==> src/hw/rtl/aabb_overlap_min_penetration_side_defines.svh <==
// ----------------------------------------------------------------------------
// Assertion macros for the box overlap block
// Concurrent checks that are active in simulation and empty in synthesis.
// ----------------------------------------------------------------------------
`ifndef AABB_OVERLAP_MIN_PENETRATION_SIDE_DEFINES_SVH
`define AABB_OVERLAP_MIN_PENETRATION_SIDE_DEFINES_SVH

`ifndef SYNTHESIS
// Implication checked at every rising edge outside of reset.
`define AOMPS_ASSERT_IMPLY(lbl, clk, rst_n, ante, cons) \
    lbl: assert property (@(posedge clk) disable iff (!rst_n) (ante) |-> (cons)) \
        else $error("box overlap check failed");
// Plain condition checked at every rising edge outside of reset.
`define AOMPS_ASSERT_ALWAYS(lbl, clk, rst_n, cond) \
    lbl: assert property (@(posedge clk) disable iff (!rst_n) (cond)) \
        else $error("box overlap invariant failed");
`else
`define AOMPS_ASSERT_IMPLY(lbl, clk, rst_n, ante, cons)
`define AOMPS_ASSERT_ALWAYS(lbl, clk, rst_n, cond)
`endif

`endif

==> src/hw/rtl/aomps_pkg.sv <==
// ----------------------------------------------------------------------------
// Box overlap package
// Shared widths, side codes and the flag bundle between pipeline stages.
// ----------------------------------------------------------------------------
package aomps_pkg;

    // Field widths.
    localparam int POS_W   = 24;
    localparam int SIZE_W  = 24;
    localparam int SCALE_W = 16;
    localparam int PROD_W  = SIZE_W + SCALE_W;
    // size * scale is Q.24, halving and returning to Q.12 drops 13 bits.
    localparam int HALF_SHIFT = 13;
    localparam int HALF_W  = PROD_W - HALF_SHIFT;
    // Box bounds, signed.
    localparam int BND_W   = HALF_W + 2;
    // Penetration differences, signed, and their magnitudes.
    localparam int VAL_W   = 31;
    localparam int MAG_W   = VAL_W - 1;

    typedef logic [HALF_W-1:0]        t_half;
    typedef logic signed [BND_W-1:0]  t_bnd;
    typedef logic signed [VAL_W-1:0]  t_val;
    typedef logic [MAG_W-1:0]         t_mag;

    // Side codes of the result.
    typedef enum logic [2:0] {
        FACE_NONE   = 3'd0,
        FACE_RIGHT  = 3'd1,
        FACE_LEFT   = 3'd2,
        FACE_BOTTOM = 3'd3,
        FACE_TOP    = 3'd4
    } t_side;

    // Candidate indexes in priority order.
    localparam int CAND_RIGHT  = 0;
    localparam int CAND_LEFT   = 1;
    localparam int CAND_BOTTOM = 2;
    localparam int CAND_TOP    = 3;
    localparam int NUM_CAND    = 4;

    // Overlap flag and per-candidate qualification.
    typedef struct packed {
        logic                hit;
        logic [NUM_CAND-1:0] qual;
    } t_cand_flags;

endpackage

==> src/hw/rtl/aomps_half_ext.sv <==
// ----------------------------------------------------------------------------
// Half extent multiplier
// Registers (size * scale) >> 13 for one box axis.
// ----------------------------------------------------------------------------
module aomps_half_ext (
    input  logic                            i_clk,
    input  logic [aomps_pkg::SIZE_W-1:0]    i_size,
    input  logic [aomps_pkg::SCALE_W-1:0]   i_scale,
    output aomps_pkg::t_half                o_half
);

    logic [aomps_pkg::PROD_W-1:0] prod;
    aomps_pkg::t_half             r_half;
    aomps_pkg::t_half             n_half;

    // Unsigned product, truncated to Q.12 after the halving.
    always_comb begin
        prod   = aomps_pkg::PROD_W'(i_size) * aomps_pkg::PROD_W'(i_scale);
        n_half = prod[aomps_pkg::PROD_W-1:aomps_pkg::HALF_SHIFT];
    end

    always_ff @(posedge i_clk) begin
        r_half <= n_half;
    end

    assign o_half = r_half;

endmodule

==> config.mk <==
export PLATFORM = sky130hd
export DESIGN_NAME = aomps_half_ext
export DESIGN_NICKNAME = d
export VERILOG_FILES = /design/src/hw/rtl/aabb_overlap_min_penetration_side_defines.svh /design/src/hw/rtl/aomps_pkg.sv /design/src/hw/rtl/aomps_half_ext.sv
export SDC_FILE = /design/constraint.sdc
export NUM_CORES = 1
export LEC_CHECK = 0
export BUFFER_PORTS_ARGS = -buffer_cell sky130_fd_sc_hd__buf_2
export CAP_MARGIN = 20
export CORE_ASPECT_RATIO = 1.2
export CORE_UTILIZATION = 50
export CTS_CLUSTER_DIAMETER = 120
export DETAILED_ROUTE_END_ITERATION = 12
export HOLD_SLACK_MARGIN = 0.08
export PLACE_DENSITY_LB_ADDON = 0.05
export SLEW_MARGIN = 5
export SYNTH_ARGS = -nofsm -noshare
export SYNTH_HDL_FRONTEND = slang
export SYNTH_SLANG_ARGS = --single-unit
export TNS_END_PERCENT = 20
==> constraint.sdc <==
create_clock -name i_clk -period 5.9 [get_ports i_clk]
set_clock_uncertainty 0.05 [all_clocks]
set_input_delay 0.295 -clock i_clk [delete_from_list [all_inputs] [get_ports i_clk]]
set_output_delay 0.295 -clock i_clk [all_outputs]
set_load 0.05 [all_outputs]
==> summary.txt, run 1 <==
Clock tree
  • Clock tree sinks: 27
  • Clock buffer depth: 2
  • CTS buffer count: 3
  • Clock transition at path regs: ~0.08 ns
  • Clock root cell: clkbuf_16
  • CTS H-tree lvls: 1
  • Cts hold-fix bufs: 0
  • TritonCTS clock tree: built

Timing
  • Unrepaired setup endpoints after global routing: true
  • Max_slew headroom: between 60 and 70%
  • Tmin final: 5.718 ns
  • Final Hold Vio Count: 0
  • Worst slew pin tran: about 0.57 ns
  • Final setup viols: 0
  • FMAX: around 170 MHz
  • Final period util: 96.92%
  • Pins Over Slew Limit: 0

Layout
  • Antenna diodes: 0
  • Area growth, synth to finish: 20.96%
  • Number of flip-flops in the largest register: 27
  • Nets: ~2100
  • Post-route cell area: 15270 um^2
  • Layout cells sized above 1: about 20%

Job
  • Max_cap viols: 0

Setup path
  • Worst EP required: 6.03 ns
  • Worst path slowest cell: or4b_4
  • Crit Path Max Fanout: 10
  • Kind of critical path: input pin to flop
  • Critical Path AT: 5.85 ns
  • Worst Path Buf+Inv: 4
  • Critical-path cell list: buf_2 > nand2_1 > fa_1 > fa_1 > inv_1 > ha_2 > fa_1 > inv_1 > fa_1 > inv_2 > fa_1 > ha_4 > nand4_1 > nor2_2 > a221oi_2 > or4b_4 > a311oi_4 > a31oi_4 > o32ai_4 > mux2i_1 > nor3b_2
  • CP startpoint kind: input pin
  • CP peak stage delay: ~0.57 ns
  • CP most frequent cell: fa_1
  • Crit end category: flop
  • CP delay by family, top: adder cells

Synth
  • Share of the synthesized area in the top cell type: 48.36%
  • Ys Warns: 0
  • Fraction of registers with async set/reset: 0%
  • Post-Syn Nets: roughly 1900
  • Top post-synthesis cells by count: inv_1, fa_1, nand2_1
  • Mapped Cells: between 1000 and 1500
  • Post-synth EDFFs: 0
  • Cell Area, Synth: between 10000 and 15000 um^2
  • Dominant synthesized flop cell: dfxtp_1
  • Sequential-to-total area share from yosys stat: about 4.3%
  • Post-synth top area cell: fa_1
  • Most common cell in the netlist: inv_1
  • Synth unique cells: 38
  • Synthesized flop and latch total: 27
  • Area contributors post-synth: fa_1, ha_1, inv_1
  • Syn avg cell area: just under 9 um^2

Global route
  • Initial antenna violation count: 0
  • Largest net degree at the start of global routing: 24
  • Vias in the first global route: about 11000
  • Wire length of the first global-routing pass: between 50 and 60 mm
  • Total track usage: ~27%
  • GRT overflow: 0

Placement
  • Area post-placement: ~15000 um^2
  • PortBufs: 67
  • DP HPWL: ~30 mm
  • Gpl congestion: about 0.93

Drt
  • Vias per inst: between 4 and 5
  • Via count: just under 10000
  • DRT antenna net count: 0
  • Avg WL per Cell: between 15 and 20 um
  • # DRC: 0
  • Initial DRC count: about 340
  • Drt pass-1 iters: 4
  • Routed WL: about 33 mm

Die
  • Row count: 63
  • Core area: approximately 25000 um^2
  • Ports: slightly below 70
  • Die ar.: between 20000 and 30000 um^2
  • Chip width: between 100 and 150 um
  • Initial core utilization: between 50 and 60%
  • Die H: around 180 um

Run status
  • Status: completed

Worst hold path
  • Hold_sp: o_half[26]
  • Hold Path End: o_half[26]
  • Hold Crit Depth: 1
  • Worst hold path class: flop to output port
cell usage in the layout (no fill, tap or decap), types with 2 or more instances in the layout:
| cell | instances |
|---|---|
| a211oi_1 | 4 |
| a21o_1 | 18 |
| a21oi_1 | 21 |
| a21oi_2 | 3 |
| a221oi_4 | 2 |
| a31oi_1 | 5 |
| and2_1 | 157 |
| and2_4 | 12 |
| and4_1 | 2 |
| buf_12 | 10 |
| buf_2 | 41 |
| buf_4 | 182 |
| buf_6 | 16 |
| buf_8 | 4 |
| clkbuf_16 | 3 |
| clkbuf_4 | 6 |
| dfxtp_1 | 27 |
| fa_1 | 293 |
| fa_2 | 12 |
| ha_1 | 99 |
| ha_4 | 9 |
| inv_1 | 351 |
| inv_2 | 6 |
| nand2_1 | 230 |
| nand2_2 | 3 |
| nand2b_1 | 2 |
| nand3_1 | 5 |
| nand4_1 | 6 |
| nor2_1 | 17 |
| nor2_2 | 3 |
| nor2b_1 | 4 |
| nor3_1 | 3 |
| o211ai_1 | 3 |
| o21a_1 | 2 |
| o21ai_0 | 7 |
| o21ai_1 | 4 |
| o21ai_2 | 3 |
| o21bai_1 | 5 |
| xnor2_1 | 20 |
| xor2_1 | 6 |
final cells by class:
type	instances	area, um^2
fill	2243	9478
sequential	27	540.5
tap	325	406.6
clock inverter	1	8.758
timing repair buffer	259	2057
clock buffer	3	75.07
inverter	357	1340
multi-input combinational	982	10850
layer usage:
layer  track usage [%]  routed length [um]  up-vias
met5                 0                   0        -
met4             11.68                1579        0
met3             1.809                 711       66
met2             54.15               19020      176
met1             29.91               11940     4975
li1                  -                   -     4544
how the worst max path moves through the flow:
| stage | cells after the start | end | from |
|---|---|---|---|
| after CTS | 26 | o_half[26] | i_scale[9] |
| after detailed placement | 23 | o_half[26] | i_scale[1] |
| final | 21 | o_half[20] | i_size[2] |
| after global routing | 20 | o_half[20] | i_size[8] |
| after global placement | 23 | o_half[23] | i_scale[1] |
| after floorplan | 21 | o_half[26] | i_size[16] |
logic make-up (layout without fill, tap and decap cells):
group / count (synthesis) / after routing / synth area share [%]
AO/OA/AOI/OAI: 90 / 90 / 4.945
buffers and inverters: 416 / 620 / 12.37
flip-flops: 27 / 27 / 4.281
AND/OR/NAND/NOR: 451 / 451 / 17.37
XOR/XNOR: 26 / 26 / 1.803
adder cells (fa/ha/maj): 414 / 414 / 59.16
multiplexers: 1 / 1 / 0.07927
timing repair:
action                                 4_1_cts  5_1_grt
endpoints found under the hold margin        0        0
pin swaps                                    8       45
resized for setup                           21      115
setup endpoints to repair                   12       13
buffers inserted                             0        1
metrics by stage:
stage	instances	hold WS (ns)	setup TNS [ns]	util (%)	worst slack [ns]
2_1_floorplan	1425	0.6847	0	-	0.006046
3_3_place_gp	1949	0.7142	-6.060	59.44	-0.6807
3_5_place_dp	1949	0.7139	-6.161	59.44	-0.6806
4_1_cts	1953	1.042	-0.05821	60.15	-0.01734
5_1_grt	1954	1.054	-0.01307	61.71	-0.01307
6_report	1954	1.034	0	61.71	0.1819
Power of run 1 is left out: the tool's default activity adds up to more than one toggle a clock period on the data nets, which glitch-free logic cannot reach.
==> run 2: changes to the inputs <==
CORE_ASPECT_RATIO = not set   (was 1.2)
==> run 2 against run 1 <==
  * Non-clock buffer count shrank 9
  * Sequential cell count is the same
  * Cell area shrank 0.34%
  * Wire length decreased by 1.1%
  * Hold slack got worse by 0.12 ns
  * Worst setup slack worse by 0.10 ns
  * Critical path type unchanged
==> summary.txt, run 2 (synthesis gave the netlist of run 1 again) <==
Drt
  • Avg WL per Cell: 16.92 um
  • Routed WL: between 30 and 40 mm
  • Via count: ~9700
  • Drt pass-1 iters: 5
  • Vias per inst: between 4 and 5
  • DRT antenna net count: 0
  • Initial DRC count: approximately 390
  • # DRC: 0

Timing
  • Unrepaired setup endpoints after global routing: true
  • Final period util: 98.65%
  • Final setup viols: 0
  • Max_slew headroom: between 60% and 70%
  • Final Hold Vio Count: 0
  • Worst slew pin tran: between 0.4 and 0.5 ns
  • Pins Over Slew Limit: 0
  • Tmin final: a little under 6 ns
  • FMAX: roughly 170 MHz

Layout
  • Most common cell after layout, fill and taps aside: inv_1
  • Most frequent cells in the layout: inv_1, fa_1, nand2_1
  • Layout cells sized above 1: ~20%
  • Number of flip-flops in the largest register: 27
  • Nets: between 2000 and 2500
  • Antenna diodes: 0
  • Area growth, synth to finish: 20.54%
  • Fill cells: between 2000 and 2500
  • Post-route cell area: 15220 um^2

Global route
  • Wire length of the first global-routing pass: around 54 mm
  • Initial antenna violation count: 0
  • Largest net degree at the start of global routing: 24
  • GRT overflow: 0
  • Total track usage: around 27%
  • Vias in the first global route: roughly 10000

Placement
  • Area post-placement: ~15000 um^2
  • DP HPWL: 28.42 mm
  • PortBufs: 67
  • Gpl congestion: 0.8307

Die
  • Initial core utilization: 51.47%
  • Chip width: between 150 and 200 um
  • Row count: 57
  • Die H: between 150 and 200 um
  • Die ar.: 25890 um^2
  • Ports: 68
  • Core area: roughly 25000 um^2

Worst hold path
  • Worst hold path class: input pin to flop
  • Hold_sp: i_scale[15]

Clock tree
  • CTS buffer count: 3
  • Clock root cell: clkbuf_16
  • Clock transition at path regs: around 0.10 ns
  • TritonCTS clock tree: built
  • Clock buffer depth: 2
  • CTS H-tree lvls: 1
  • Clock tree sinks: 27

Setup path
  • Critical Path AT: ~6.0 ns
  • Kind of critical path: input pin to flop
  • Worst EP required: between 6 and 7 ns
  • Crit end category: flop
  • Worst setup path startpoint: i_size[5]
  • CP startpoint kind: input pin
  • Critical Path End: o_half[25]
  • Crit Path Max Fanout: 13

Job
  • Max_cap viols: 0

Run status
  • Status: completed
-- run 2: critical path, stage by stage --
cell and delay [ns]:
buf_6 0.13, and2_4 0.17, fa_1 0.53, inv_1 0.06
fa_1 0.53, inv_1 0.05, fa_1 0.58, fa_2 0.45
fa_1 0.48, inv_1 0.05, fa_1 0.47, inv_1 0.06
ha_4 0.22, and3_4 0.18, and2_4 0.16, a221oi_4 0.31
o31ai_4 0.15, a31oi_4 0.20, buf_6 0.15, nor2_2 0.06
buf_4 0.14, a221oi_4 0.31, buf_4 0.17, a211oi_2 0.05
-- run 2: per-layer routing --
layer / vias up / wire length, um / share of wire, % / global-route usage [%]
met3: 50 / 1066 / 3.2 / 2.660
met1: 4908 / 14220 / 43 / 35.41
met2: 181 / 16660 / 51 / 47.57
li1: 4523 / - / - / -
met4: 0 / 955 / 2.9 / 7.847
met5: - / 0 / 0 / 0
-- run 2: metrics by stage --
step                      util (%)   TNS, ns  std cells  setup WS [ns]  hold WS, ns
after floorplan                  -         0       1425       0.006046       0.6847
after global placement       59.15    -8.803       1928        -0.7954       0.7133
after detailed placement     59.15    -9.374       1928        -0.8523       0.7122
after CTS                    61.05  -0.03188       1940       -0.02402       0.9186
after global routing         62.04   -0.2480       1944       -0.09447       0.9906
final                        62.04         0       1944        0.07948       0.9097
-- run 2: area by class of cell --
cell class | instances | area (um^2) | area share, %
Clock buffer | 4 | 78.83 | 0.5179
Inverter | 357 | 1340 | 8.804
Multi-Input combinational cell | 982 | 10840 | 71.19
Sequential cell | 27 | 540.5 | 3.551
Tap cell | 324 | 405.4 | 2.663
Timing Repair Buffer | 250 | 2021 | 13.28
-- run 2: what timing repair did --
item,in CTS,in global routing
hold buffers,0,0
cloned,0,2
gates resized for setup,89,50
pin swaps,29,32
setup endpoints to repair,14,11
setup buffers,8,3
hold endpoints to repair,0,0
-- run 2: how the worst min path moves through the flow --
stage	to	slack, ns	cells past startpoint
5_1_grt	o_half[26]	0.99	7
3_3_place_gp	o_half[10]	0.71	1
2_1_floorplan	o_half[0]	0.68	0
3_5_place_dp	o_half[3]	0.71	1
4_1_cts	o_half[26]	0.92	7
6_report	o_half[26]	0.91	7
Power of run 2 is left out for the same reason.
==> run 3: changes to the inputs <==
ABC_AREA = 1   (was not set)
CELL_PAD_IN_SITES_DETAIL_PLACEMENT = 1   (was not set)
CELL_PAD_IN_SITES_GLOBAL_PLACEMENT = 1   (was not set)
CORE_UTILIZATION = 44   (was 50)
==> run 3 against run 2 <==
  * Critical path depth down 2
  * Hold slack improved by 0.042 ns
  * Worst setup slack improved by 0.21 ns
  * First-iteration DRC count is 6.0% lower
  * Count of clock-buffer cells in the layout decreased by 1
  * Wire length is 17% higher
  * Non-clock buffer count down 133
  * Die area up 21%
  * Sequential cell count did not move
  * Critical path type unchanged
  * Critical endpoint is now o_half[26]
  * Highest routed layer unchanged
==> summary.txt, run 3 <==
Clock tree
  • Clock tree sinks: 27
  • Clock buffer depth: 2
  • CTS H-tree lvls: 1
  • CTS buffer count: 3
  • Clock transition at path regs: 0.07 ns
  • Clock root cell: clkbuf_16
  • TritonCTS clock tree: built

Die
  • Die ar.: about 31000 um^2
  • Initial core utilization: between 40 and 50%
  • Chip width: between 150 and 200 um
  • Ports: approximately 70
  • Die H: 177.0 um
  • Core area: 29870 um^2
  • Row count: 63

Synth
  • Dominant synthesized flop cell: dfxtp_1
  • Synth unique cells: 27
  • Fraction of registers with async set/reset: 0%
  • Ys Warns: 0
  • Largest family of logic cells by synthesized area: adder cells
  • Post-synthesis mux area share: 0%
  • Syn avg cell area: 7.462 um^2
  • Post-Synth Adder-Cell Area: between 50% and 60%
  • Post-synth EDFFs: 0
  • Area contributors post-synth: fa_1, inv_1, nand2_1
  • Top post-synthesis cells by count: inv_1, nand2_1, fa_1
  • Most common cell in the netlist: inv_1
  • Cell Area, Synth: approximately 13000 um^2
  • Sequential-to-total area share from yosys stat: under 10%
  • Mapped Cells: 1805
  • Share of the synthesized area in the top cell type: approximately 45%
  • Simple-gate area share of the yosys netlist: between 10% and 20%
  • Post-Syn Nets: between 2000 and 2500
  • XOR/XNOR share of the synthesized area: roughly 1.3%
  • Synth Area in Compound Gates: under 10%
  • Post-synth top area cell: fa_1
  • Synthesized flop and latch total: 27

Timing
  • Final period util: a little over nine tenths
  • Worst slew pin tran: ~0.59 ns
  • Tmin final: about 5.6 ns
  • Max_slew headroom: between 60% and 70%
  • Unrepaired setup endpoints after global routing: false
  • Pins Over Slew Limit: 0
  • Sum of negative setup slack: 0 ns
  • Final Hold Vio Count: 0
  • Final setup viols: 0
  • FMAX: roughly 180 MHz

Placement
  • PortBufs: 67
  • DP HPWL: 34.03 mm
  • Gpl congestion: roughly 0.85

Layout
  • Most common cell after layout, fill and taps aside: inv_1
  • Area growth, synth to finish: 7.450%
  • Most frequent cells in the layout: inv_1, nand2_1, fa_1
  • Nets: about 2300
  • Layout cells sized above 1: about 6.9%
  • Number of flip-flops in the largest register: 27
  • Antenna diodes: 0

Global route
  • M2 GR Usage: ~49%
  • GRT overflow: 0
  • Largest net degree at the start of global routing: 25
  • Met3 Use GR: between 1.5 and 2%
  • Wire length of the first global-routing pass: 63.86 mm
  • Initial antenna violation count: 0
  • Vias in the first global route: about 12000
  • Most Used Layer, Global Route: met2
  • Total track usage: a little over a quarter
  • Met1 GRT Util: 33.73%

Setup path
  • CP delay by family, top: adder cells
  • Critical Path AT: between 5 and 6 ns
  • Critical-path cell list: buf_2 > nand2_1 > fa_1 > inv_1 > fa_1 > inv_1 > fa_1 > inv_1 > fa_1 > fa_1 > inv_1 > fa_1 > inv_1 > ha_1 > nand2_1 > o21ai_0 > a21oi_1 > o21ai_0 > nand2_1 > nand3_1 > nand2_1 > nand2_1
  • CP most frequent cell: fa_1
  • Crit end category: flop
  • CP peak stage delay: roughly 0.58 ns
  • Worst path slowest cell: fa_1
  • Worst Path Buf+Inv: 6
  • CP startpoint kind: input pin
  • Crit Path Max Fanout: 16
  • Kind of critical path: input pin to flop
  • Worst EP required: 6.06 ns

Drt
  • Via count: about 11000
  • Initial DRC count: between 300 and 400
  • Vias per inst: ~5
  • DRT antenna net count: 0
  • Drt pass-1 iters: 4
  • Avg WL per Cell: around 17 um
  • # DRC: 0
  • Routed WL: 38.33 mm

Job
  • Max_cap viols: 0

Run status
  • Status: completed

Worst hold path
  • Worst hold path class: input pin to flop
[run 3: kinds of logic (layout without fill, tap and decap cells)]
family / Yosys count / count (layout)
xor+xnor: 20 / 20
flops: 27 / 27
buf+inv: 641 / 684
simple gates: 612 / 612
compound gates: 91 / 91
fa+ha+maj: 414 / 414
[run 3: path summary, 6_finish.rpt]
path | slack (ns) | end | depth (start not counted) | start
hold / removal | 0.95 | o_half[23] | 8 | i_size[1]
setup / recovery | 0.29 | o_half[26] | 22 | i_size[7]
[run 3: per-stage QoR]
| stage | hold WS (ns) | std cells | instance area [um^2] | util [%] | setup slack (ns) |
|---|---|---|---|---|---|
| floorplan | 0.6847 | 1805 | 13470 | - | 0.4635 |
| global placement | 0.7132 | 2234 | 14390 | 48.16 | 0.06738 |
| detailed placement | 0.7153 | 2234 | 14390 | 48.16 | 0.05553 |
| CTS | 0.9570 | 2238 | 14470 | 48.44 | 0.3006 |
| global route | 1.019 | 2238 | 14470 | 48.44 | 0.03269 |
| finish | 0.9519 | 2238 | 14470 | 48.44 | 0.2886 |
[run 3: per-layer routing]
layer / part of all wire, % / routed length, um / up-vias
li1: - / - / 5125
met4: 1.8 / 680 / 0
met5: 0 / 0 / -
met2: 53 / 20230 / 163
met1: 43 / 16620 / 5614
met3: 2.1 / 798 / 38
[run 3: area by class of cell]
cell class	count	area [um^2]
tap	390	488.0
sequential	27	540.5
clock buffer	3	75.07
multi-input combinational	1137	10520
clock inverter	1	7.507
timing repair buffer	117	725.7
fill	3808	15400
inverter	563	2113
[run 3: repair_timing]
action | CTS | global route
buffers inserted | 0 | 0
resized for setup | 0 | 1
endpoints found under the setup margin | 0 | 1
hold buffers | 0 | 0
Power of run 3 is left out for the same reason.
