File: src/hw/rtl/aabb_overlap_min_penetration_side_defines.svh
// ----------------------------------------------------------------------------
// Assertion macros for the box overlap block
// Concurrent checks that are active in simulation and empty in synthesis.
// ----------------------------------------------------------------------------
`ifndef AABB_OVERLAP_MIN_PENETRATION_SIDE_DEFINES_SVH
`define AABB_OVERLAP_MIN_PENETRATION_SIDE_DEFINES_SVH

`ifndef SYNTHESIS
// Implication checked at every rising edge outside of reset.
`define AOMPS_ASSERT_IMPLY(lbl, clk, rst_n, ante, cons) \
    lbl: assert property (@(posedge clk) disable iff (!rst_n) (ante) |-> (cons)) \
        else $error("box overlap check failed");
// Plain condition checked at every rising edge outside of reset.
`define AOMPS_ASSERT_ALWAYS(lbl, clk, rst_n, cond) \
    lbl: assert property (@(posedge clk) disable iff (!rst_n) (cond)) \
        else $error("box overlap invariant failed");
`else
`define AOMPS_ASSERT_IMPLY(lbl, clk, rst_n, ante, cons)
`define AOMPS_ASSERT_ALWAYS(lbl, clk, rst_n, cond)
`endif

`endif

File: src/hw/rtl/aomps_pkg.sv
// ----------------------------------------------------------------------------
// Box overlap package
// Shared widths, side codes and the flag bundle between pipeline stages.
// ----------------------------------------------------------------------------
package aomps_pkg;

    // Field widths.
    localparam int POS_W   = 24;
    localparam int SIZE_W  = 24;
    localparam int SCALE_W = 16;
    localparam int PROD_W  = SIZE_W + SCALE_W;
    // size * scale is Q.24, halving and returning to Q.12 drops 13 bits.
    localparam int HALF_SHIFT = 13;
    localparam int HALF_W  = PROD_W - HALF_SHIFT;
    // Box bounds, signed.
    localparam int BND_W   = HALF_W + 2;
    // Penetration differences, signed, and their magnitudes.
    localparam int VAL_W   = 31;
    localparam int MAG_W   = VAL_W - 1;

    typedef logic [HALF_W-1:0]        t_half;
    typedef logic signed [BND_W-1:0]  t_bnd;
    typedef logic signed [VAL_W-1:0]  t_val;
    typedef logic [MAG_W-1:0]         t_mag;

    // Side codes of the result.
    typedef enum logic [2:0] {
        FACE_NONE   = 3'd0,
        FACE_RIGHT  = 3'd1,
        FACE_LEFT   = 3'd2,
        FACE_BOTTOM = 3'd3,
        FACE_TOP    = 3'd4
    } t_side;

    // Candidate indexes in priority order.
    localparam int CAND_RIGHT  = 0;
    localparam int CAND_LEFT   = 1;
    localparam int CAND_BOTTOM = 2;
    localparam int CAND_TOP    = 3;
    localparam int NUM_CAND    = 4;

    // Overlap flag and per-candidate qualification.
    typedef struct packed {
        logic                hit;
        logic [NUM_CAND-1:0] qual;
    } t_cand_flags;

endpackage

File: src/hw/rtl/aomps_select.sv
// ----------------------------------------------------------------------------
// Minimum penetration select
// Picks the smallest qualifying candidate, earlier one on ties, and
// registers the result item.
// ----------------------------------------------------------------------------
module aomps_select (
    input  logic                                          i_clk,
    input  aomps_pkg::t_cand_flags                        i_flags,
    input  aomps_pkg::t_mag [aomps_pkg::NUM_CAND-1:0]     i_mag,
    input  aomps_pkg::t_val [aomps_pkg::NUM_CAND-1:0]     i_val,
    output logic                                          o_hit,
    output aomps_pkg::t_side                              o_side,
    output aomps_pkg::t_val                               o_offset_x,
    output aomps_pkg::t_val                               o_offset_y
);

    logic             take_1, take_3, take_hi;
    logic             any_lo, any_hi;
    aomps_pkg::t_mag  mag_lo, mag_hi;
    logic [1:0]       win_idx;

    logic             r_hit, n_hit;
    aomps_pkg::t_side r_side, n_side;
    aomps_pkg::t_val  r_offset_x, n_offset_x;
    aomps_pkg::t_val  r_offset_y, n_offset_y;

    // Two-level tree; the later entry wins only when strictly smaller.
    always_comb begin
        take_1  = i_flags.qual[aomps_pkg::CAND_LEFT]
               && (!i_flags.qual[aomps_pkg::CAND_RIGHT]
                   || (i_mag[aomps_pkg::CAND_LEFT] < i_mag[aomps_pkg::CAND_RIGHT]));
        take_3  = i_flags.qual[aomps_pkg::CAND_TOP]
               && (!i_flags.qual[aomps_pkg::CAND_BOTTOM]
                   || (i_mag[aomps_pkg::CAND_TOP] < i_mag[aomps_pkg::CAND_BOTTOM]));
        any_lo  = i_flags.qual[aomps_pkg::CAND_RIGHT] | i_flags.qual[aomps_pkg::CAND_LEFT];
        any_hi  = i_flags.qual[aomps_pkg::CAND_BOTTOM] | i_flags.qual[aomps_pkg::CAND_TOP];
        mag_lo  = take_1 ? i_mag[aomps_pkg::CAND_LEFT] : i_mag[aomps_pkg::CAND_RIGHT];
        mag_hi  = take_3 ? i_mag[aomps_pkg::CAND_TOP] : i_mag[aomps_pkg::CAND_BOTTOM];
        take_hi = any_hi && (!any_lo || (mag_hi < mag_lo));
        win_idx = take_hi ? {1'b1, take_3} : {1'b0, take_1};
    end

    // Side code and offsets of the winner.
    always_comb begin
        n_hit      = i_flags.hit;
        n_side     = aomps_pkg::FACE_NONE;
        n_offset_x = '0;
        n_offset_y = '0;
        if (i_flags.hit && (any_lo || any_hi)) begin
            case (win_idx)
                2'(aomps_pkg::CAND_RIGHT): begin
                    n_side     = aomps_pkg::FACE_RIGHT;
                    n_offset_x = i_val[aomps_pkg::CAND_RIGHT];
                end
                2'(aomps_pkg::CAND_LEFT): begin
                    n_side     = aomps_pkg::FACE_LEFT;
                    n_offset_x = i_val[aomps_pkg::CAND_LEFT];
                end
                2'(aomps_pkg::CAND_BOTTOM): begin
                    n_side     = aomps_pkg::FACE_BOTTOM;
                    n_offset_y = i_val[aomps_pkg::CAND_BOTTOM];
                end
                default: begin
                    n_side     = aomps_pkg::FACE_TOP;
                    n_offset_y = i_val[aomps_pkg::CAND_TOP];
                end
            endcase
        end
    end

    always_ff @(posedge i_clk) begin
        r_hit      <= n_hit;
        r_side     <= n_side;
        r_offset_x <= n_offset_x;
        r_offset_y <= n_offset_y;
    end

    assign o_hit      = r_hit;
    assign o_side     = r_side;
    assign o_offset_x = r_offset_x;
    assign o_offset_y = r_offset_y;

endmodule

File: config.mk
export PLATFORM = sky130hd
export DESIGN_NAME = aomps_select
export DESIGN_NICKNAME = d
export VERILOG_FILES = /design/src/hw/rtl/aabb_overlap_min_penetration_side_defines.svh /design/src/hw/rtl/aomps_pkg.sv /design/src/hw/rtl/aomps_select.sv
export SDC_FILE = /design/constraint.sdc
export NUM_CORES = 1
export LEC_CHECK = 0
export ABC_AREA = 1
export BUFFER_PORTS_ARGS = -buffer_cell sky130_fd_sc_hd__buf_4
export CORE_AREA = 2 2 124 126
export CTS_BUF_LIST = sky130_fd_sc_hd__clkbuf_4
export CTS_CLUSTER_SIZE = 8
export DETAILED_ROUTE_END_ITERATION = 16
export DIE_AREA = 0 0 126 128
export PLACE_DENSITY = 0.71
export SLEW_MARGIN = 10
export SYNTH_ARGS = -nofsm -noshare
export SYNTH_HDL_FRONTEND = slang
export SYNTH_SLANG_ARGS = --single-unit
File: constraint.sdc
create_clock -name i_clk -period 4.9 [get_ports i_clk]
set_input_delay 0.98 -clock i_clk [delete_from_list [all_inputs] [get_ports i_clk]]
set_output_delay 0.98 -clock i_clk [all_outputs]
set_load 0.005 [all_outputs]
==> reports/results.ini, run 1 <==
[pwr]
vdd_drop_max_v = 0.0001087
power_uw = 1665
power_density_mw_per_mm2 = 204.8
leakagePower_uw = 0.004471

[drt]
wl_mm = 16.57
ant_nets = 0
avgRoutedWirePerCell_um = 12.79
via_count = 5940
avgViaCountPerCell = 4.587
drtIter0Drc = 219
drtPass1Iterations = 4
drc = 0

[critical_path]
end_kind = flop
crit_fanout = 31
path_common_cell = nand2_1
worstSetupStartpointType = input pin
worstSetupPathType = input pin to flop
crit_start = i_mag[73]
crit_slowest_cell = nor4_2
crit_arrival_ns = 4.70
critPathRequiredTime_ns = 5.19
max_stage_delay_ns = 0.33

[worst_hold_path]
min_path_cells = 1
whs_endpoint = o_hit
min_from = i_flags[4]
hold_path_class = input pin to flop

[clock_tree]
cts_tree = built
clockBufferDepth = 2
cts_sinks = 66
cts_root_buf = clkbuf_4
cts_hold_buffers = 0
h-tree-depth = 3
path_clk_slew_ns = 0.10
cts_buffers = 9

[die]
design.die.area_mm2 = 0.01613
die_x_um = 126
io_pins = 316
std_cell_rows = 45
core_mm2 = 0.01486
initial_utilization_pct = 35.47
die-height_um = 128

[place]
io_buffer_count = 315
routabilityCongestion = 0.8824
pre_cts_slack_ns = -0.02609
hpwl_mm = 13.99

[global_routing]
use_met2_pct = 36.62
grt_pass1_vias = 5575
use_met3_pct = 4.090
grt_max_degree = 58
antenna_found_initial = 1
grtUsageMet1_pct = 22.99
grtUsageTotal_pct = 19.81
busiest_layer = met2
grt_remaining_overflow = 0
grt_pass1_wl_mm = 25.99

[synthesis]
synth_top_area_cell = dfxtp_1
synth_fa_ha_area_share_pct = 21.59
yosys.area_share.simple_pct = 23.45
synth.area.mux_share_pct = 0
synth.top_cell.area_share_pct = 25.06
synth_top_family_by_area = simple AND/OR/NAND/NOR gates
syn_avg_cell_area_um2 = 6.708
synth_area_mm2 = 0.005273
yosysUniqueCellTypes = 26
synth-warning-count = 0
yosysSeqAreaShare_pct = 25.06
synth_compound_area_share_pct = 18.58
ys_seq_elements = 66
netlist_instances = 786
syn_nets = 1127
synthXorXnorAreaFrac_pct = 0
synth.area.top_cells = dfxtp_1 (25%), ha_1 (22%), nand2_1 (19%)

[timing]
tns_ns = 0
min_period_ns = 4.414
fin_crit_sh_pct = 90.08
holdWs_ns = 0.6880
finalMaxSlewViolations = 0
setup_viol = 0
max_slew.worst_pin.slew_ns = 0.3211
setup_ws_ns = 0.4861
slew_headroom_pct = 78.37
fmax_ghz = 0.2266
hold_violations = 0

[finish]
n_fill_cell = 1480
layout_common_cells = buf_4 (323), nand2_1 (261), inv_1 (125), o21ai_0 (91), ha_1 (91)
final_nets = 1443
final_common_cell = buf_4
syn2layout_area_growth_pct = 54.18
final_layout_size_suffix_gt1_share_pct = 35.08

[flow_run]
maxCapViolations = 0

[run_status]
status = complete, no violations

-- worst max-delay path by stage --
stage / depth (start not counted) / slack [ns] / to
2_1_floorplan: 30 / 0.23 / o_offset_y[0]
3_3_place_gp: 33 / 0.06 / o_offset_y[24]
3_5_place_dp: 32 / -0.03 / o_offset_y[19]
4_1_cts: 30 / 0.42 / o_offset_y[19]
5_1_grt: 32 / -0.01 / o_offset_y[19]
6_report: 33 / 0.49 / o_offset_y[19]
-- per-stage QoR --
stage / instances / area [um2] / util, %
after CTS: 1292 / 8088 / 54.41
after detailed placement: 1277 / 7961 / 53.56
final: 1295 / 8129 / 54.69
after global placement: 1277 / 7961 / 53.56
after global routing: 1295 / 8129 / 54.69
after floorplan: 786 / 5273 / -
-- cell families after synthesis --
logic type	Yosys count
and+or+nand+nor	310
AOI/OAI and AO/OA	166
buffers and inverters	153
adders and majority gates	91
DFF	66
-- per-layer routing --
metal	share of wire, %	vias to the layer above
li1	-	3137
met1	41	2581
met2	51	203
met3	6.5	19
met4	1.7	0
met5	0	-
-- worst max-delay path, delay by kind of cell --
family / cells / cell delay (ns)
simple gates: 21 / 2.01
fa+ha+maj: 3 / 0.81
buf+inv: 7 / 0.67
compound gates: 2 / 0.22
-- final cells by class --
class / count / area, um2 / share of cell area (%)
Multi-Input combinational cell: 567 / 3361 / 41.34
Clock buffer: 9 / 67.56 / 0.8312
Antenna cell: 1 / 2.502 / 0.03078
Clock inverter: 6 / 58.81 / 0.7234
Tap cell: 188 / 235.2 / 2.894
Timing Repair Buffer: 332 / 2610 / 32.11
Sequential cell: 66 / 1321 / 16.25
Inverter: 126 / 473.0 / 5.818
-- cells in the mapped netlist --
cell	n
o21ai_0	91
nand3_1	5
ha_1	91
nor4_1	2
nor2_1	25
nand4_1	6
o21a_1	2
buf_6	3
nand3b_1	1
nand2_4	3
a211oi_1	3
a21oi_1	32
nor3_1	1
clkbuf_1	24
nand2_2	2
nand2_1	261
inv_1	126
o21ai_1	1
o221a_2	1
nand3_2	1
or2_2	1
a21oi_2	30
o221ai_1	2
nor2_2	2
dfxtp_1	66
a21o_1	4
-- state kept, by name (all words and copies together) (netlist names) --
| signal | flops |
|---|---|
| o_offset_x | 31 |
| o_offset_y | 31 |
| o_side | 3 |
| o_hit | 1 |
-- what timing repair did --
item                                    in CTS  in global routing
endpoints found under the setup margin       0                 41
buffers inserted                             0                  1
gates resized for setup                      0                  2
-- where the power goes --
| group | switching [uW] | internal (uW) |
|---|---|---|
| combinational | 351 | 369 |
| clock | 194 | 149 |
| sequential | 15.0 | 587 |
Note: power is estimated with default switching activity, not from simulation.
==> run 2, diff against run 1 <==
--- a/config.mk
+++ b/config.mk
@@ -12,6 +12,7 @@
 export CTS_CLUSTER_SIZE = 8
 export DETAILED_ROUTE_END_ITERATION = 16
 export DIE_AREA = 0 0 126 128
+export GPL_TIMING_DRIVEN = 0
 export PLACE_DENSITY = 0.71
 export SLEW_MARGIN = 10
 export SYNTH_ARGS = -nofsm -noshare
==> reports/results.ini, run 2 (synthesis gave the netlist of run 1 again) <==
[clock_tree]
cts_root_buf = clkbuf_4
cts_hold_buffers = 0  ; unchanged
cts_sinks = 66  ; unchanged
cts_buffers = 9  ; unchanged
path_clk_slew_ns = 0.11  ; about the same
clockBufferDepth = 2  ; unchanged
cts_tree = built
h-tree-depth = 3  ; unchanged

[drt]
avgRoutedWirePerCell_um = 13.59  ; +6.2%
wl_mm = 17.92  ; +8.2%
drtPass1Iterations = 4  ; unchanged
ant_nets = 0  ; unchanged
drc = 0  ; unchanged
avgViaCountPerCell = 4.610  ; +0.51%
via_count = 6081  ; +2.4%
drtIter0Drc = 160  ; -27%

[global_routing]
grt_max_degree = 12  ; -79%
antenna_found_initial = 1  ; unchanged
grt_remaining_overflow = 0  ; unchanged
grtUsageTotal_pct = 21.06  ; +1.2 points
grt_pass1_vias = 5834  ; +4.6%
grt_pass1_wl_mm = 27.37  ; +5.3%

[place]
hpwl_mm = 14.83  ; +6.1%
routabilityCongestion = 0.8602  ; -2.5%
dp.cells = 1289  ; +0.94%
io_buffer_count = 315  ; unchanged

[critical_path]
path_common_cell = nand2_1
crit_slowest_cell = nor4_4
crit_fanout = 10  ; -68%
worstSetupPathType = input pin to flop
critPathRequiredTime_ns = 5.23  ; +0.04 ns
crit_arrival_ns = 4.98  ; +0.28 ns
max_stage_delay_ns = 0.33  ; about the same
end_kind = flop
worstSetupStartpointType = input pin

[finish]
syn2layout_area_growth_pct = 58.97
layout.cells.non_filler = 1319  ; +1.9%
final_nets = 1467  ; +1.7%
final_layout_size_suffix_gt1_share_pct = 38.67  ; +3.6 points
layout_common_cells = buf_4 (325), nand2_1 (255), inv_1 (120), ha_1 (85), o21ai_0 (80)
final_common_cell = buf_4

[timing]
fin_crit_sh_pct = 94.71  ; +4.6 points
holdWs_ns = 0.6823  ; -0.005776 ns
fmax_ghz = 0.2155  ; -4.9%
finalMaxSlewViolations = 0  ; unchanged
slew_headroom_pct = 75.97  ; -2.4 points
hold_violations = 0  ; unchanged
min_period_ns = 4.641  ; +0.2269 ns
max_slew.worst_pin.slew_ns = 0.3567  ; +0.03560 ns
setup_viol = 0  ; unchanged

[die]
design.die.area_mm2 = 0.01613  ; unchanged
core_mm2 = 0.01486  ; unchanged
die-height_um = 128  ; unchanged
initial_utilization_pct = 35.47  ; unchanged
io_pins = 316  ; unchanged
std_cell_rows = 45  ; unchanged
die_x_um = 126  ; unchanged

[worst_hold_path]
min_from = i_flags[4]
min_path_cells = 1  ; unchanged
whs_endpoint = o_hit
hold_path_class = input pin to flop

[pwr]
vdd_drop_max_v = 0.00008275  ; -24%
leakagePower_uw = 0.004572  ; +2.3%
power_density_mw_per_mm2 = 198.6  ; -3.0%

[run_status]
status = complete, no violations

[flow_run]
maxCapViolations = 0  ; unchanged

-- run 2: cell count changes in the layout (fill, tap and decap cells not counted), moves of 4 or more --
cell / delta
nand2_2: +6
o21ai_1: +11
ha_1: -6
inv_2: +5
buf_12: -6
buf_6: +11
clkbuf_4: +7
ha_4: +6
o21ai_0: -11
clkbuf_2: +4
inv_1: -5
nand2_1: -6
-- run 2: stage by stage --
stage	setup WS [ns]	cell area, um2	power [uW]	util (%)	TNS (ns)
final	0.2592	8382	1665	56.39	0
after global routing	-0.02200	8382	1795	56.39	-0.1287
after floorplan	0.2338	5273	964.9	-	0
after detailed placement	-1.242	7873	1310	52.96	-69.03
after CTS	-0.04053	8035	1616	54.06	-0.2832
after global placement	-1.196	7873	1299	52.96	-66.74
-- run 2: final cells by class --
| cell class | count | area, um2 |
|---|---|---|
| tap | 188 | 235.2 |
| multi-input combinational | 567 | 3486 |
| inverter | 126 | 473.0 |
| fill | 1461 | 6482 |
| sequential | 66 | 1321 |
| buffer | 27 | 250.2 |
| clock inverter | 6 | 35.03 |
| antenna | 1 | 2.502 |
| clock buffer | 9 | 67.56 |
| timing repair buffer | 329 | 2511 |
-- run 2: timing repair --
item	4_1_cts	5_1_grt
resized for setup	29	97
buffers inserted	0	11
setup endpoints to repair	64	63
pin swaps	0	21
hold endpoints to repair	0	0
cloned	0	3
-- run 2: layer usage --
metal	GRT usage, %	part of all wire [%]	vias to the layer above
met4	8.920	3.1	0
li1	-	-	3192
met3	4.883	6.9	31
met1	22.80	39	2644
met5	0	0	-
met2	39.25	51	214
-- run 2: how the worst max path moves through the flow --
stage / startpoint / endpoint / slack, ns / cells after the start
floorplan: i_mag[81] / o_offset_y[0] / 0.23 / 30
global placement: i_mag[73] / o_offset_y[24] / -1.20 / 34
detailed placement: i_mag[65] / o_offset_y[21] / -1.24 / 34
CTS: i_mag[73] / o_offset_y[21] / -0.04 / 34
global route: i_mag[10] / o_offset_y[11] / -0.02 / 34
finish: i_mag[12] / o_offset_y[21] / 0.26 / 31
-- run 2: report_power, final --
| part | internal [uW] | leakage (uW) | switching (uW) |
|---|---|---|---|
| logic | 394 | 0.00398 | 376 |
| registers | 586 | 0.000539 | 13.5 |
| clock network | 97.6 | 0.0000573 | 198 |
| total | 1080 | 0.00457 | 587 |
-- run 2: critical path: cells and delay by family --
kind	cells	cell delay, ns
fa+ha+maj	3	0.82
compound gates	2	0.26
simple gates	20	2.22
buf+inv	6	0.67
==> run 3, diff against run 2 <==
--- a/config.mk
+++ b/config.mk
@@ -14,6 +14,7 @@
 export DIE_AREA = 0 0 126 128
 export GPL_TIMING_DRIVEN = 0
 export PLACE_DENSITY = 0.71
+export REMOVE_ABC_BUFFERS = 1
 export SLEW_MARGIN = 10
 export SYNTH_ARGS = -nofsm -noshare
 export SYNTH_HDL_FRONTEND = slang
==> reports/results.ini, run 3 (synthesis gave the netlist of run 1 again) <==
[timing]
fmax_ghz = 0.2159  ; +0.21%
tns_ns = 0  ; unchanged
fin_crit_sh_pct = 94.51  ; -0.20 points
slew_headroom_pct = 63.97  ; -12 points
hold_violations = 0  ; unchanged
setup_viol = 0  ; unchanged
min_period_ns = 4.631  ; -0.009822 ns
finalMaxSlewViolations = 0  ; unchanged
max_slew.worst_pin.slew_ns = 0.5400  ; +0.1834 ns

[die]
core_mm2 = 0.01486  ; unchanged
design.die.area_mm2 = 0.01613  ; unchanged
die-height_um = 128  ; unchanged
io_pins = 316  ; unchanged
initial_utilization_pct = 35.47  ; unchanged
std_cell_rows = 45  ; unchanged
die_x_um = 126  ; unchanged

[finish]
fin_util_pct = 56.44  ; about the same
layout_common_cells = buf_4 (330), nand2_1 (249), inv_1 (122), ha_1 (86), o21ai_0 (77)
final_layout_size_suffix_gt1_share_pct = 38.19  ; -0.48 points
antenna_cells = 0  ; -1
syn2layout_area_growth_pct = 59.11  ; about the same
final_nets = 1454  ; -0.89%
final_common_cell = buf_4
n_fill_cell = 1499  ; +2.6%

[place]
io_buffer_count = 315  ; unchanged
hpwl_mm = 14.28  ; -3.7%
routabilityCongestion = 0.8347  ; -3.0%

[global_routing]
grt_max_degree = 60  ; +48
antenna_found_initial = 0  ; -1
grt_pass1_vias = 5588  ; -4.2%
grt_pass1_wl_mm = 27.61  ; +0.85%
grtUsageTotal_pct = 21.45  ; +0.40 points
grt_remaining_overflow = 0  ; unchanged

[run_status]
status = complete, no violations

[drt]
top_layer = met4
routed-wl-met2_mm = 9.816  ; +7.2%
drc = 0  ; unchanged
drtPass1Iterations = 4  ; unchanged
wl_met3_mm = 1.307  ; +5.4%
avgViaCountPerCell = 4.681  ; +1.5%
ant_nets = 0  ; unchanged
via_count = 6114  ; +0.54%
wl_met1_mm = 7.582  ; +8.7%
avgRoutedWirePerCell_um = 14.59  ; +7.4%
wl_mm = 19.06  ; +6.3%
drtIter0Drc = 244  ; +53%

[clock_tree]
path_clk_slew_ns = 0.11  ; about the same
cts_root_buf = clkbuf_4
clockBufferDepth = 2  ; unchanged
cts_tree = built
cts_sinks = 66  ; unchanged
h-tree-depth = 3  ; unchanged
cts_buffers = 9  ; unchanged

[critical_path]
worstSetupPathType = input pin to flop
critPathRequiredTime_ns = 5.25  ; +0.02 ns
worstSetupStartpointType = input pin
crit_fanout = 15  ; +5
end_kind = flop
crit_arrival_ns = 4.98  ; about the same

[pwr]
power_density_mw_per_mm2 = 207.9  ; +4.7%
leakagePower_uw = 0.004522  ; -1.1%
vdd_drop_max_v = 0.00008714  ; +5.3%

[flow_run]
maxCapViolations = 0  ; unchanged

[worst_hold_path]
hold_path_class = input pin to flop

[run 3: final cells by class]
| cell class | instances | area, um2 | share of cell area [%] |
|---|---|---|---|
| Clock buffer | 10 | 75.07 | 0.8949 |
| Clock inverter | 6 | 57.56 | 0.6861 |
| Inverter | 126 | 495.5 | 5.906 |
| Multi-Input combinational cell | 572 | 3621 | 43.16 |
| Sequential cell | 66 | 1321 | 15.75 |
| Tap cell | 188 | 235.2 | 2.804 |
| Timing Repair Buffer | 335 | 2554 | 30.44 |
| Timing Repair inverter | 3 | 30.03 | 0.3579 |
[run 3: layer usage]
layer  vias to the layer above  global-route usage [%]
met2                       221                   40.29
met4                         0                   5.107
li1                       3174                       -
met5                         -                       0
met3                        25                   4.424
met1                      2694                   24.89
[run 3: through the flow]
| step | setup slack, ns | instances | hold slack, ns | area (um2) | power [uW] |
|---|---|---|---|---|---|
| floorplan | -0.2333 | 759 | 1.008 | 5149 | 948.9 |
| global placement | -2.146 | 1262 | 1.094 | 7749 | 1285 |
| detailed placement | -1.623 | 1262 | 1.094 | 7749 | 1296 |
| CTS | 0.002744 | 1290 | 0.6526 | 8044 | 1685 |
| global route | -0.1254 | 1306 | 0.6489 | 8389 | 1872 |
| finish | 0.2691 | 1306 | 0.6793 | 8389 | 1744 |
[run 3: report_power, final]
| part | switching (uW) | internal (uW) |
|---|---|---|
| Clock | 194 | 158 |
| Combinational | 408 | 385 |
| Sequential | 13.0 | 586 |
[run 3: final timing paths]
check | end | depth (start not counted) | start
min | o_hit | 1 | i_flags[4]
max | o_offset_y[23] | 27 | i_mag[81]
[run 3: critical path: stages]
cell	delay, ns
buf_4	0.08
inv_1	0.04
ha_1	0.29
a21o_1	0.18
nor2_1	0.13
nand2_1	0.09
a21oi_1	0.16
nand2_2	0.11
nand2_4	0.11
nand2_8	0.11
inv_16	0.10
o21ai_0	0.10
ha_1	0.33
nand4_1	0.19
nor4_4	0.33
inv_1	0.09
nor4_2	0.24
nand2_1	0.10
nand2_2	0.09
nand2_2	0.08
nand2_2	0.08
nand2_4	0.09
ha_4	0.19
nand3b_1	0.24
buf_6	0.20
buf_4	0.14
o21ai_1	0.11
[run 3: timing repair]
action | CTS | global route
setup buffers | 9 | 10
endpoints found under the setup margin | 63 | 63
hold buffers | 0 | 0
gates resized for setup | 13 | 57
cloned | 3 | 6
pin swaps | 1 | 16
